--- config.mk ---
export PLATFORM = sky130hd
export DESIGN_NAME = ccr_point_store
export DESIGN_NICKNAME = d
export VERILOG_FILES = /design/src/rtl/ccr_pkg.sv /design/src/rtl/ccr_point_store.sv
export SDC_FILE = /design/constraint.sdc
export NUM_CORES = 1
export LEC_CHECK = 0
export BUFFER_PORTS_ARGS = -buffer_cell sky130_fd_sc_hd__buf_4
export CORE_MARGIN = 2
export CORE_UTILIZATION = 35
export DETAILED_ROUTE_END_ITERATION = 10
export MAX_ROUTING_LAYER = met4
export PLACE_DENSITY_LB_ADDON = 0.05
export SKIP_LAST_GASP = 1
export SLEW_MARGIN = 20
export SYNTH_ARGS = -nofsm -noshare
export SYNTH_HDL_FRONTEND = slang
export SYNTH_SLANG_ARGS = --single-unit
--- constraint.sdc ---
create_clock -name clk -period 8.8 [get_ports clk]
set_input_delay 1.32 -clock clk [delete_from_list [all_inputs] [get_ports clk]]
set_output_delay 1.32 -clock clk [all_outputs]
set_load 0.02 [all_outputs]
--- src/rtl/ccr_pkg.sv ---
// ----------------------------------------------------------------------------
// ccr_pkg
// shared constants, types and codes for the closed catmull-rom evaluator
// ----------------------------------------------------------------------------
`default_nettype none

package ccr_pkg;

	localparam int NUM_POINTS     = 16;
	localparam int IDX_BITS       = $clog2(NUM_POINTS);
	localparam int COORD_BITS     = 16;
	localparam int POS_BITS       = 16;
	localparam int WFRAC          = 16;
	localparam int BANKS          = 4;
	localparam int BANK_BITS      = 2;
	localparam int BANK_ADDR_BITS = IDX_BITS - BANK_BITS;
	localparam int BANK_DEPTH     = NUM_POINTS / BANKS;
	localparam int W_BITS         = WFRAC + 4;
	localparam int PROD_BITS      = W_BITS + COORD_BITS;
	localparam int ACC_BITS       = PROD_BITS + 2;
	localparam int RES_BITS       = ACC_BITS - (WFRAC + 1);

	localparam logic signed [W_BITS-1:0] W_TWO = W_BITS'(2 ** (WFRAC + 1));
	localparam logic signed [ACC_BITS-1:0] ACC_HALF = ACC_BITS'(2 ** WFRAC);

	typedef logic signed [COORD_BITS-1:0] coord_t;
	typedef logic [IDX_BITS-1:0] idx_t;
	typedef logic [WFRAC-1:0] frac_t;

	typedef struct packed {
		coord_t x;
		coord_t y;
		coord_t z;
	} point_t;

	typedef enum logic {
		OP_EVAL = 1'b0,
		OP_LOAD = 1'b1
	} op_t;

	typedef struct packed {
		logic s1;
		logic s2;
		logic s3;
		logic s4;
		logic s5;
		logic s6;
	} pipe_en_t;

endpackage

`default_nettype wire

--- src/rtl/ccr_point_store.sv ---
// ----------------------------------------------------------------------------
// ccr_point_store
// control point memory in four banks, one read port each, so the four
// neighboring points of a segment are read in the same cycle
// ----------------------------------------------------------------------------
`default_nettype none

module ccr_point_store (
	input  wire                                 clk,
	input  wire                                 we,
	input  wire ccr_pkg::idx_t                  wr_idx,
	input  wire ccr_pkg::point_t                wr_point,
	input  wire                                 rd_en,
	input  wire ccr_pkg::idx_t                  seg,
	output ccr_pkg::point_t [ccr_pkg::BANKS-1:0] pts
);
	import ccr_pkg::*;

	idx_t                 base;
	logic [BANK_BITS-1:0] base_lo_s1;
	point_t               rd_s1 [BANKS];

	assign base = seg - idx_t'(1);

	always_ff @(posedge clk) begin
		if (rd_en) begin
			base_lo_s1 <= base[BANK_BITS-1:0];
		end
	end

	for (genvar b = 0; b < BANKS; b++) begin : g_bank
		point_t                    mem [BANK_DEPTH];
		logic [BANK_BITS-1:0]      k;
		idx_t                      ridx;
		logic [BANK_ADDR_BITS-1:0] raddr;

		assign k     = BANK_BITS'(b) - base[BANK_BITS-1:0];
		assign ridx  = base + idx_t'(k);
		assign raddr = ridx[IDX_BITS-1:BANK_BITS];

		always_ff @(posedge clk) begin
			if (we && (wr_idx[BANK_BITS-1:0] == BANK_BITS'(b))) begin
				mem[wr_idx[IDX_BITS-1:BANK_BITS]] <= wr_point;
			end
			if (rd_en) begin
				rd_s1[b] <= mem[raddr];
			end
		end
	end

	// put the bank outputs back in segment order
	always_comb begin
		for (int j = 0; j < BANKS; j++) begin
			pts[j] = rd_s1[BANK_BITS'(base_lo_s1 + BANK_BITS'(j))];
		end
	end

endmodule

`default_nettype wire

# [Yosys cells after proc, flatten, opt, wreduce, memory -nomap -nowiden]
# Memory sizes are Yosys's and may differ from the RTL's. A register that Yosys moved wholly into a read port is not among the register bits.
# Index checks and enable logic that the tools add are counted.
[op_classes] n_eq_ne=3 addsub=12 muxes=11 n_reduce_logical=5
[ops] cell="$add 4x2->4" count=4
[ops] cell="$mux 1" count=10
[ops] cell="$add 2x2->2 const B" count=2
[ops] cell="$eq 2x2->1 const B" count=2
[ops] cell="$logic_and 1x1->1" count=4
[ops] cell="$sub 1x2->2 const A" count=2
[ops] cell="$sub 2x2->2 const A" count=2
[ops] cell="$sub 4x1->4 const B" count=1
[ops] cell="$add 2x1->2 const B" count=1
[ops] cell="$eq 2x1->1 const B" count=1
[ops] cell="$logic_not 2->1" count=1
[ops] cell="$mux 2" count=1
[word_totals] elab_cells=37 register_bits=2 n_memories=5 output_inout_bits=192 in_bits=59 ramBits=960
[mem_list] memory="g_bank[0].mem" words=4 width=48 read_ports=1 rd_ports_with_merged_regs=0 write_ports=1 line_no="ccr_point_store.sv:32" rtl="point_t mem [BANK_DEPTH];"
[mem_list] memory="g_bank[1].mem" words=4 width=48 read_ports=1 rd_ports_with_merged_regs=0 write_ports=1 line_no="ccr_point_store.sv:32"
[mem_list] memory="g_bank[2].mem" words=4 width=48 read_ports=1 rd_ports_with_merged_regs=0 write_ports=1 line_no="ccr_point_store.sv:32"
[mem_list] memory="g_bank[3].mem" words=4 width=48 read_ports=1 rd_ports_with_merged_regs=0 write_ports=1 line_no="ccr_point_store.sv:32"
[mem_list] memory="rd_s1" words=4 width=48 read_ports=4 rd_ports_with_merged_regs=1 write_ports=4 line_no="ccr_point_store.sv:21" rtl="point_t rd_s1 [BANKS];"

# [Longest topological paths before layout]
# Gate-level depths: netlist of the first run.
[depth] word_depth=4 depth_mapped=9 ltp_nobuf=7

# [Worst setup path before layout of the first run]
# Ideal clock, no wire load.
[synth_timing] path_kind="input to register" from="in wr_idx[1]" to="mem g_bank[0].mem[0][0] in the netlist's numbering, enable pin" setup_time_ns=0.513 t_arrival_ns=5.111 path_slack_ns=3.176 t_required_ns=8.287 cell_stages=2 n_path_buf=0 path_cell_list="or3b_2 > nor3_1"
[synth_between] elab_chain_cells=4
[synth_lines] item="start: declaration" line_no="ccr_point_store.sv:11" rtl="input wire ccr_pkg::idx_t wr_idx,"
[synth_lines] item="$logic_not 2->1" line_no="ccr_point_store.sv:42" rtl="if (we && (wr_idx[BANK_BITS-1:0] == BANK_BITS'(b))) begin"
[synth_lines] item="$logic_and 1x1->1" line_no="ccr_point_store.sv:42"
[synth_lines] item="$mux 1" line_no="ccr_point_store.sv:42"
[synth_lines] item="$mux 1 (not written as such)" line_no="ccr_point_store.sv:43" rtl="mem[wr_idx[IDX_BITS-1:BANK_BITS]] <= wr_point;"
[synth_lines] item="end: declaration" line_no="ccr_point_store.sv:32"
# No other way between the ends.

==> qor.yml, run 1 <==
outcome:
  status: "completed"
timing:
  fmax_mhz: 205
  hold_violations: 0
  worst_pin_slew_ps: 1060
  setup_viol: 0
  relSlewSlack: 0.290
  period_minus_slack_ps: 4880
  rsz0062_at_grt: "false"
  fin_worst_skew_ps: 14.3
  min_period_over_period: 0.554
  tns_ps: 0
  slew_violations: 0
logic_synthesis:
  yosysMostFrequentCell: "edfxtp_1"
  synth-edff-count: 962
  async_flop_share: 0
  synth_top_family_by_area: "multiplexers"
  synth_area_leaders: "edfxtp_1, mux4_2, clkbuf_1, buf_6, ha_1"
  synth_cell_types: 25
  synth-seq-cells: 964
  muxShareOfSynthArea: 0.226
  yosysTopAreaCell: "edfxtp_1"
  yosysSeqAreaShare: 0.755
  syn_inst: 1480
  syn_avg_cell_area_um2: 25.9
  synth_common_cells: "edfxtp_1, mux4_2, clkbuf_1"
  yosysWarnings: 0
  netlist_area_mm2: 0.0383
  syn_nets: 1546
  ys.flop_type: "edfxtp_1"
  yosys.area_share.simple: 0.00333
  synth-adder-area-share: 0.00229
  synthXorXnorAreaFrac: 0.00176
  synth_top_cell_area_share: 0.754
  synth_compound_area_frac: 0.00104
finish:
  drive_gt1_frac: 0.456
  syn2layout_area_growth_pct: 18.8
  layout.nets: 1860
  fillers: 9421
  fin_area_mm2: 0.0455
detailed_routing:
  dr.pass1.iters: 4
  drcViolationCount: 0
  vias: 17600
  vias_per_cell: 5.34
  wl_mm: 93.7
  antenna_left: 0
  drtIter0Drc: 1328
  post_drt_wl_per_cell_um: 28.4
floorplanning:
  io_pins: 251
  die-width_um: 335
  start_util: 0.353
  dieArea_mm2: 0.112
  die_h_um: 335
  rows: 121
  core_area_mm2: 0.109
critical_path:
  worstSetupStartpointType: "register"
  crit_fanout: 64
  r2r_cells: 1
  end_kind: "output port"
  crit_type: "reg2out"
  crit_arrival_ps: 3560
  required_ps: 7480
clock_tree:
  cts_resized: 0
  numCtsBuffers: 105
  clk-insertion-delay-late_ps: 650
  clk_pin_slew_ps: 60
  postCtsSetupRepairBufs: 0
  htree_levels: 3
  cts_tree: "yes"
  clock_sinks: 964
  cts_hold_buffers: 0
  clk_path_buf_depth: 3
  clock-root-buffer: "clkbuf_16"
power:
  p_int_uw: 8610
  p_leak_uw: 0.0146
  peakVddDrop_uv: 143
  power_frac_seq: 0.481
  p_switching_uw: 2690
  sw_frac_of_total: 0.238
  power.share.clock: 0.382
  power_density_mw_per_mm2: 248
  share_comb_of_total_power: 0.137
global_route:
  first_global_vias: 18800
  grt_use_total: 0.173
  grt_max_degree: 93
  grt_pass1_wl_mm: 134
  grt_overflow: 0
  grt_antenna_before_repair: 5
run:
  maxCapViolCount: 0
place:
  placed_area_mm2: 0.0421
  place_congestion: 0.701
  portBuffers: 250
  dpl.hpwl_mm: 54.5
min_path:
  min_path_type: "reg2reg"
  holdPathStages: 1
-- registers in the layout (all words and copies together), names as in the netlist, named ones only --
name        count
g_bank.mem    768
rd_s1         192
base_lo_s1      2
-- placed cells by master, fill, tap and decap left out, types with 2 or more instances in the layout --
master and instances:
nor2_4 12, clkbuf_1 15, nor2_1 2, inv_6 3, o21ai_0 2, a21oi_1 2
inv_1 3, edfxtp_1 962, xnor2_4 2, o21ba_2 2, mux4_2 384, buf_4 288
bufinv_16 12, clkinv_2 26, clkinvlp_4 2, clkinv_4 2, dfxtp_4 2, xor2_4 3
clkbuf_16 107, nand2b_1 2, diode_2 3, nor3_2 5, clkinv_1 25, nand3b_1 2
ha_1 6
-- routing by layer --
layer / vias to the layer above / routed length (µm) / track usage
li1: 7244 / - / -
met3: 134 / 3600 / 0.0297
met2: 425 / 47000 / 0.279
met4: 0 / 1790 / 0.0411
met5: - / 0 / -
met1: 9806 / 41300 / 0.230
-- path summary, 6_finish.rpt --
check,end,startpoint,slack [ps]
min,rd_s1[0][36],g_bank[0].mem[1][36],620
min reg2reg,rd_s1[0][36],g_bank[0].mem[1][36],620
max reg2reg,rd_s1[3][13],g_bank[3].mem[0][13],7620
max,pts[89],base_lo_s1[1],3920
-- through the flow --
stage / cells / power [µW] / utilization / worst slack (ps) / hold slack [ps]
after floorplan: 1480 / 6450 / - / 3180 / 609
after global placement: 3100 / 7080 / 0.387 / 3980 / 609
after detailed placement: 3100 / 7110 / 0.387 / 3970 / 617
after CTS: 3294 / 11500 / 0.419 / 3840 / 627
after global routing: 3298 / 11700 / 0.419 / 3680 / 635
final: 3298 / 11300 / 0.419 / 3920 / 620
-- critical path, stage by stage, from the launching register on --
cell and delay [ps]:
edfxtp_1 350, buf_4 800, buf_4 820, mux4_2 630, buf_4 180
-- kinds of logic after synthesis --
logic type / count (synthesis)
AO/OA/AOI/OAI: 6
XOR/XNOR: 6
adder cells (fa/ha/maj): 7
buffers and inverters: 87
flip-flops: 964
multiplexers: 384
AND/OR/NAND/NOR: 26
-- power by group through the flow --
stage | registers, µW | logic (µW) | clock network (µW)
detailed placement | 5540 | 1570 | 0
global placement | 5530 | 1550 | 0
global route | 5460 | 1650 | 4620
floorplan | 5440 | 1010 | 0
CTS | 5450 | 1570 | 4450
finish | 5440 | 1550 | 4320
-- cell type report --
cell class	instances	area, µm²	share of cell area
sequential	964	28900	0.635
multi-input combinational	429	9180	0.202
clock buffer	122	2730	0.0600
timing repair buffer	290	2200	0.0484
tap	1414	1770	0.0389
clock inverter	72	689	0.0151
inverter	4	15.0	0.000330
antenna	3	7.51	0.000165
(Power assumes the default switching activity.)
==> inputs of run 2 (changes only) <==
- clock period: 8.8 -> 4.15 ns (I/O delays scaled with it)
==> run 2 against run 1 <==
Sequential cell count stayed put. First-iteration DRC count grew 14%. Wire length up 3.0%. Core utilization down 0.15 points. Sequential share of layout area grew 0.23 points. Via count increased by 1.3%.
==> qor.yml, run 2 (same netlist as run 1, synthesis figures left out) <==
outcome:
  status: "completed"  # unchanged
power:
  peakVddDrop_uv: 319  # was 143 µV
  p_leak_uw: 0.0144  # was 0.0146 µW
  power_density_mw_per_mm2: 509  # was 248 mW/mm²
critical_path:
  crit_arrival_ps: 2630  # was 3560 ps
  r2r_cells: 1  # unchanged
  r2r_setup_slack_ps: 3020  # was 7620 ps
  reg2reg_from: "g_bank[3].mem[3][30]"  # was g_bank[3].mem[0][13]
  worst_path_dominant_cell_family: "multiplexers"  # was buffers and inverters
  worstSetupStartpointType: "register"  # unchanged
  crit_slowest_cell: "mux4_2"  # was buf_4
  critPathBufInv: 2  # was 3
  crit_type: "reg2out"  # unchanged
  required_ps: 3530  # was 7480 ps
  end_kind: "output port"  # unchanged
  path_cells: "buf_12, mux4_2, buf_4"  # was buf_4, buf_4, mux4_2, buf_4
  crit_fanout: 90  # was 64
  r2r_end: "rd_s1[3][30]"  # was rd_s1[3][13]
  max_stage_delay_ps: 630  # was 820 ps
global_route:
  first_global_vias: 18700  # was 18800
  grt_max_degree: 91  # was 93
  grt_pass1_wl_mm: 138  # was 134 mm
  grt_overflow: 0  # unchanged
  grt_antenna_before_repair: 5  # unchanged
  grt_use_total: 0.178  # was 0.173
timing:
  slew_violations: 0  # unchanged
  whs_ps: 233  # was 620 ps
  tns_ps: 0  # unchanged
  setup_slack_ps: 902  # was 3920 ps
  fmax_mhz: 308
  hold_violations: 0  # unchanged
  period_minus_slack_ps: 3250
  rsz0062_at_grt: "false"  # unchanged
  min_period_over_period: 0.783
  worst_pin_slew_ps: 1030  # was 1060 ps
  fin_worst_skew_ps: 19.4  # was 14.3 ps
  setup_viol: 0  # unchanged
  relSlewSlack: 0.314  # was 0.290
finish:
  syn2layout_area_growth_pct: 18.4  # was 18.8%
  layout.nets: 1865  # was 1860
  fillers: 9385  # was 9421
  largest_register_ffs: 768  # unchanged
  mostFrequentLayoutCells: "edfxtp_1, mux4_2, buf_4"  # unchanged
  drive_gt1_frac: 0.444  # was 0.456
  final_util: 0.417  # was 0.419
  final_common_cell: "edfxtp_1"  # unchanged
clock_tree:
  numCtsBuffers: 101  # was 105
  clock-root-buffer: "clkbuf_16"  # unchanged
  clock_sinks: 964  # unchanged
  cts_hold_buffers: 0  # unchanged
  cts_resized: 0  # unchanged
  clk_pin_slew_ps: 60  # about the same
  htree_levels: 3  # unchanged
  clk-insertion-delay-late_ps: 660  # was 650 ps
  cts_tree: "yes"  # unchanged
  clk_path_buf_depth: 3  # unchanged
  postCtsSetupRepairBufs: 0  # unchanged
detailed_routing:
  drtIter0Drc: 1510  # was 1328
  antenna_left: 0  # unchanged
  dr.pass1.iters: 7  # was 4
  drcViolationCount: 0  # unchanged
  vias: 17800  # was 17600
  vias_per_cell: 5.42  # was 5.34
  wl_mm: 96.5  # was 93.7 mm
  post_drt_wl_per_cell_um: 29.3  # was 28.4 µm
place:
  place_congestion: 0.735  # was 0.701
  portBuffers: 250  # unchanged
  dpl.hpwl_mm: 55.8  # was 54.5 mm
  place_ws_ps: 923  # was 3970 ps
min_path:
  hp-start: "seg[0]"  # was g_bank[0].mem[1][36]
  holdPathStages: 2  # was 1
  min_path_type: "in2reg"  # was reg2reg
floorplanning:
  io_pins: 251  # unchanged
  dieArea_mm2: 0.112  # unchanged
  start_util: 0.353  # unchanged
  rows: 121  # unchanged
  die_h_um: 335  # unchanged
  core_area_mm2: 0.109  # unchanged
  die-width_um: 335  # unchanged
run:
  maxCapViolCount: 0  # unchanged
[run 2: cell count changes in the layout (fill, tap and decap cells not counted), sizes merged]
cell and change:
diode +1, buf +9, clkinvlp +1, clkinv -12
clkbuf +4, bufinv -10, inv +1
[run 2: through the flow]
step	cells	power, µW	cell area (µm²)
after global placement	3109	15100	42400
after global routing	3292	23900	45400
after floorplan	1480	13700	38300
after CTS	3288	23400	45400
after detailed placement	3110	15100	42400
final	3292	23100	45400
[run 2: worst max path at each step]
stage | slack, ps | to | start | cells past startpoint
after floorplan | 530 | g_bank[0].mem[1][0] | wr_idx[1] | 2
after global placement | 750 | rd_s1[1][39] | seg[0] | 6
after detailed placement | 920 | rd_s1[0][10] | seg[0] | 8
after CTS | 800 | pts[23] | register | 3
after global routing | 770 | pts[23] | register | 3
final | 900 | pts[182] | base_lo_s1[0] | 3
[run 2: where the power goes]
group	switching [µW]	internal [µW]	total (µW)
combinational	1640	1640	3290
clock	3600	4630	8230
sequential	379	11200	11600
[run 2: layout make-up]
| type | count | area [µm²] | share of cell area |
|---|---|---|---|
| Antenna cell | 4 | 10.0 | 0.000221 |
| Clock buffer | 126 | 2660 | 0.0587 |
| Clock inverter | 52 | 299 | 0.00659 |
| Inverter | 4 | 15.0 | 0.000331 |
| Multi-Input combinational cell | 429 | 9210 | 0.203 |
| Sequential cell | 964 | 28900 | 0.638 |
| Tap cell | 1414 | 1770 | 0.0390 |
| Timing Repair Buffer | 299 | 2470 | 0.0545 |
[run 2: metal layers]
metal  track usage  wire length [µm]  up-vias
li1              -                 -     7266
met1         0.240             42800    10000
met2         0.287             48100      403
met3        0.0235              3440      151
met4        0.0475              2230        0
met5             -                 0        -
==> inputs of run 3 (changes only) <==
- ABC_AREA: not set -> 1
- clock period: 4.15 -> 3.29 ns (I/O delays scaled with it)
==> run 3 against run 2 <==
Global-route usage is 5.1 points higher. Final cell count increased by 65%. Total power rose by 33%. Critical endpoint is now pts[61]. Largest cell class unchanged.
==> qor.yml, run 3 <==
timing:
  fin_worst_skew_ps: 23.3  # was 19.4 ps
  min_period_over_period: 0.962
  worst_pin_slew_ps: 901  # was 1030 ps
  setup_slack_ps: 124  # was 902 ps
  relSlewSlack: 0.399  # was 0.314
  hold_violations: 0  # unchanged
  tns_ps: 0  # unchanged
  period_minus_slack_ps: 3170
  fmax_mhz: 316
  slew_violations: 0  # unchanged
  setup_viol: 0  # unchanged
  rsz0062_at_grt: "true"  # was false
detailed_routing:
  post_drt_wl_per_cell_um: 24.8  # was 29.3 µm
  dr.pass1.iters: 6  # was 7
  drtIter0Drc: 2468  # was 1510
  vias: 28100  # was 17800
  antenna_left: 0  # unchanged
  drcViolationCount: 0  # unchanged
  wl_mm: 135  # was 96.5 mm
  vias_per_cell: 5.16  # was 5.42
clock_tree:
  cts_hold_buffers: 0  # unchanged
  clk_pin_slew_ps: 60  # about the same
  htree_levels: 3  # unchanged
  cts_tree: "yes"  # unchanged
  clk_path_buf_depth: 3  # unchanged
  clk-insertion-delay-late_ps: 680  # was 660 ps
  clock_sinks: 964  # unchanged
  clock-root-buffer: "clkbuf_16"  # unchanged
  numCtsBuffers: 107  # was 101
logic_synthesis:
  yosysMostFrequentCell: "nand2_1"  # was edfxtp_1
  synth_top_cell_area_share: 0.704  # was 0.754
  synth-seq-cells: 964  # unchanged
  syn_nets: 3675  # was 1546
  synth_area_leaders: "edfxtp_1, nand2_1, nand3_1, o21ai_0, mux2i_1"  # was edfxtp_1, mux4_2, clkbuf_1, buf_6, ha_1
  syn_inst: 3609  # was 1480
  syn_avg_cell_area_um2: 11.4  # was 25.9 µm²
  async_flop_share: 0  # unchanged
  yosysSeqAreaShare: 0.705  # was 0.755
  ys.flop_type: "edfxtp_1"  # unchanged
  netlist_area_mm2: 0.0411  # was 0.0383 mm²
  synth_cell_types: 24  # was 25
  yosysTopAreaCell: "edfxtp_1"  # unchanged
  yosysWarnings: 0  # unchanged
  synth-edff-count: 962  # unchanged
  synth_common_cells: "nand2_1, edfxtp_1, nand3_1"  # was edfxtp_1, mux4_2, clkbuf_1
min_path:
  hp-start: "wr_point[21]"  # was seg[0]
  holdPathEnd: "g_bank[1].mem[2][21]"
  holdPathStages: 1  # was 2
  min_path_type: "in2reg"  # unchanged
finish:
  fin_area_mm2: 0.0485  # was 0.0454 mm²
  final_common_cell: "nand2_1"  # was edfxtp_1
  largest_register_ffs: 768  # unchanged
  final_cell_count_no_fill: 5445  # was 3292
  layout.nets: 3892  # was 1865
  drive_gt1_frac: 0.138  # was 0.444
  final_util: 0.417  # about the same
  mostFrequentLayoutCells: "nand2_1, edfxtp_1, nand3_1"  # was edfxtp_1, mux4_2, buf_4
  syn2layout_area_growth_pct: 18.1  # was 18.4%
global_route:
  grt_max_degree: 97  # was 91
  first_global_vias: 26600  # was 18700
  grt_use_total: 0.229  # was 0.178
  grt_pass1_wl_mm: 194  # was 138 mm
  grt_antenna_before_repair: 6  # was 5
  use_met3: 0.0393  # was 0.0235
  met1_usage: 0.321  # was 0.240
  grt_overflow: 0  # unchanged
  grt.busiest_layer: "met2"  # unchanged
  grtUsageMet2: 0.349  # was 0.287
critical_path:
  r2r_cells: 4  # was 1
  crit_type: "reg2out"  # unchanged
  r2r_setup_slack_ps: 1670  # was 3020 ps
  required_ps: 2800  # was 3530 ps
  worstSetupStartpointType: "register"  # unchanged
  end_kind: "output port"  # unchanged
  crit_arrival_ps: 2670  # was 2630 ps
  reg2reg_from: "base_lo_s1[0]"  # was g_bank[3].mem[3][30]
  crit_fanout: 96  # was 90
floorplanning:
  rows: 125  # was 121
  core_area_mm2: 0.116  # was 0.109 mm²
  die-width_um: 347  # was 335 µm
  start_util: 0.353  # about the same
  io_pins: 251  # unchanged
  die_h_um: 347  # was 335 µm
  dieArea_mm2: 0.120  # was 0.112 mm²
place:
  placed_area_mm2: 0.0452  # was 0.0424 mm²
  place_ws_ps: 244  # was 923 ps
  dpl.hpwl_mm: 81.6  # was 55.8 mm
  placed_cells: 5241  # was 3110
  portBuffers: 250  # unchanged
  place_congestion: 0.775  # was 0.735
outcome:
  status: "completed"  # unchanged
run:
  maxCapViolCount: 0  # unchanged
power:
  peakVddDrop_uv: 415  # was 319 µV
  p_leak_uw: 0.0186  # was 0.0144 µW
  power_density_mw_per_mm2: 631  # was 509 mW/mm²
## run 3: cell types whose count changed after synthesis, moves of 51 or more
cell,previous run,this run
nand2_1,1,1326
nand3_1,1,429
mux4_2,384,0
o21ai_0,2,242
clkbuf_1,35,137
nor2_1,14,114
mux2i_1,0,90
buf_2,15,66
## run 3: final cells by class
class,instances,area [µm²]
flip-flops and latches,964,28900
inverters,28,119
diodes,4,10.0
multi-input cells,2376,11100
repair buffers,349,3110
clock buffers,140,2820
well taps,1524,1910
clock inverters,60,450
fillers,10900,67700
## run 3: worst max path at each step
stage	end	slack (ps)	from
floorplan	g_bank[0].mem[0][0]	130	wr_idx[0]
global placement	rd_s1[0][44]	280	seg[1]
detailed placement	rd_s1[0][37]	240	seg[1]
CTS	pts[61]	-30	base_lo_s1[0]
global route	pts[61]	-10	base_lo_s1[0]
finish	pts[61]	120	base_lo_s1[0]
## run 3: cells by family after synthesis
family | after synthesis | synth area share
and+or+nand+nor | 1879 | 0.186
buffers and inverters | 269 | 0.0291
muxes | 90 | 0.0219
AOI/OAI and AO/OA | 400 | 0.0564
adders and majority gates | 7 | 0.00213
DFF | 964 | 0.705
## run 3: stage by stage
step	hold slack [ps]	power, µW
6_report	129	30600
2_1_floorplan	573	17200
4_1_cts	91.8	31000
3_5_place_dp	591	19500
3_3_place_gp	585	19500
5_1_grt	127	31800
## run 3: repair_timing
item	4_1_cts	5_1_grt
setup buffers	0	0
gates resized for setup	4	4
setup endpoints to repair	27	13
## run 3: per-layer routing
metal / share of wire / wire, µm
met5: 0 / 0
met4: 0.017 / 2240
met3: 0.060 / 8070
met2: 0.46 / 61700
met1: 0.47 / 63000
## run 3: worst max-delay path, cell delays in order, from the launching register on
cell	delay [ps]
edfxtp_1	480
inv_6	280
nand2_2	140
nand2_4	140
buf_16	370
nand2_1	80
o21ai_0	100
buf_4	190
buf_4	160
## run 3: power by group
part | total [µW] | switching, µW | internal [µW]
logic | 4820 | 3260 | 1560
clock network | 11400 | 4890 | 6490
registers | 14400 | 344 | 14100
total | 30600 | 8490 | 22100
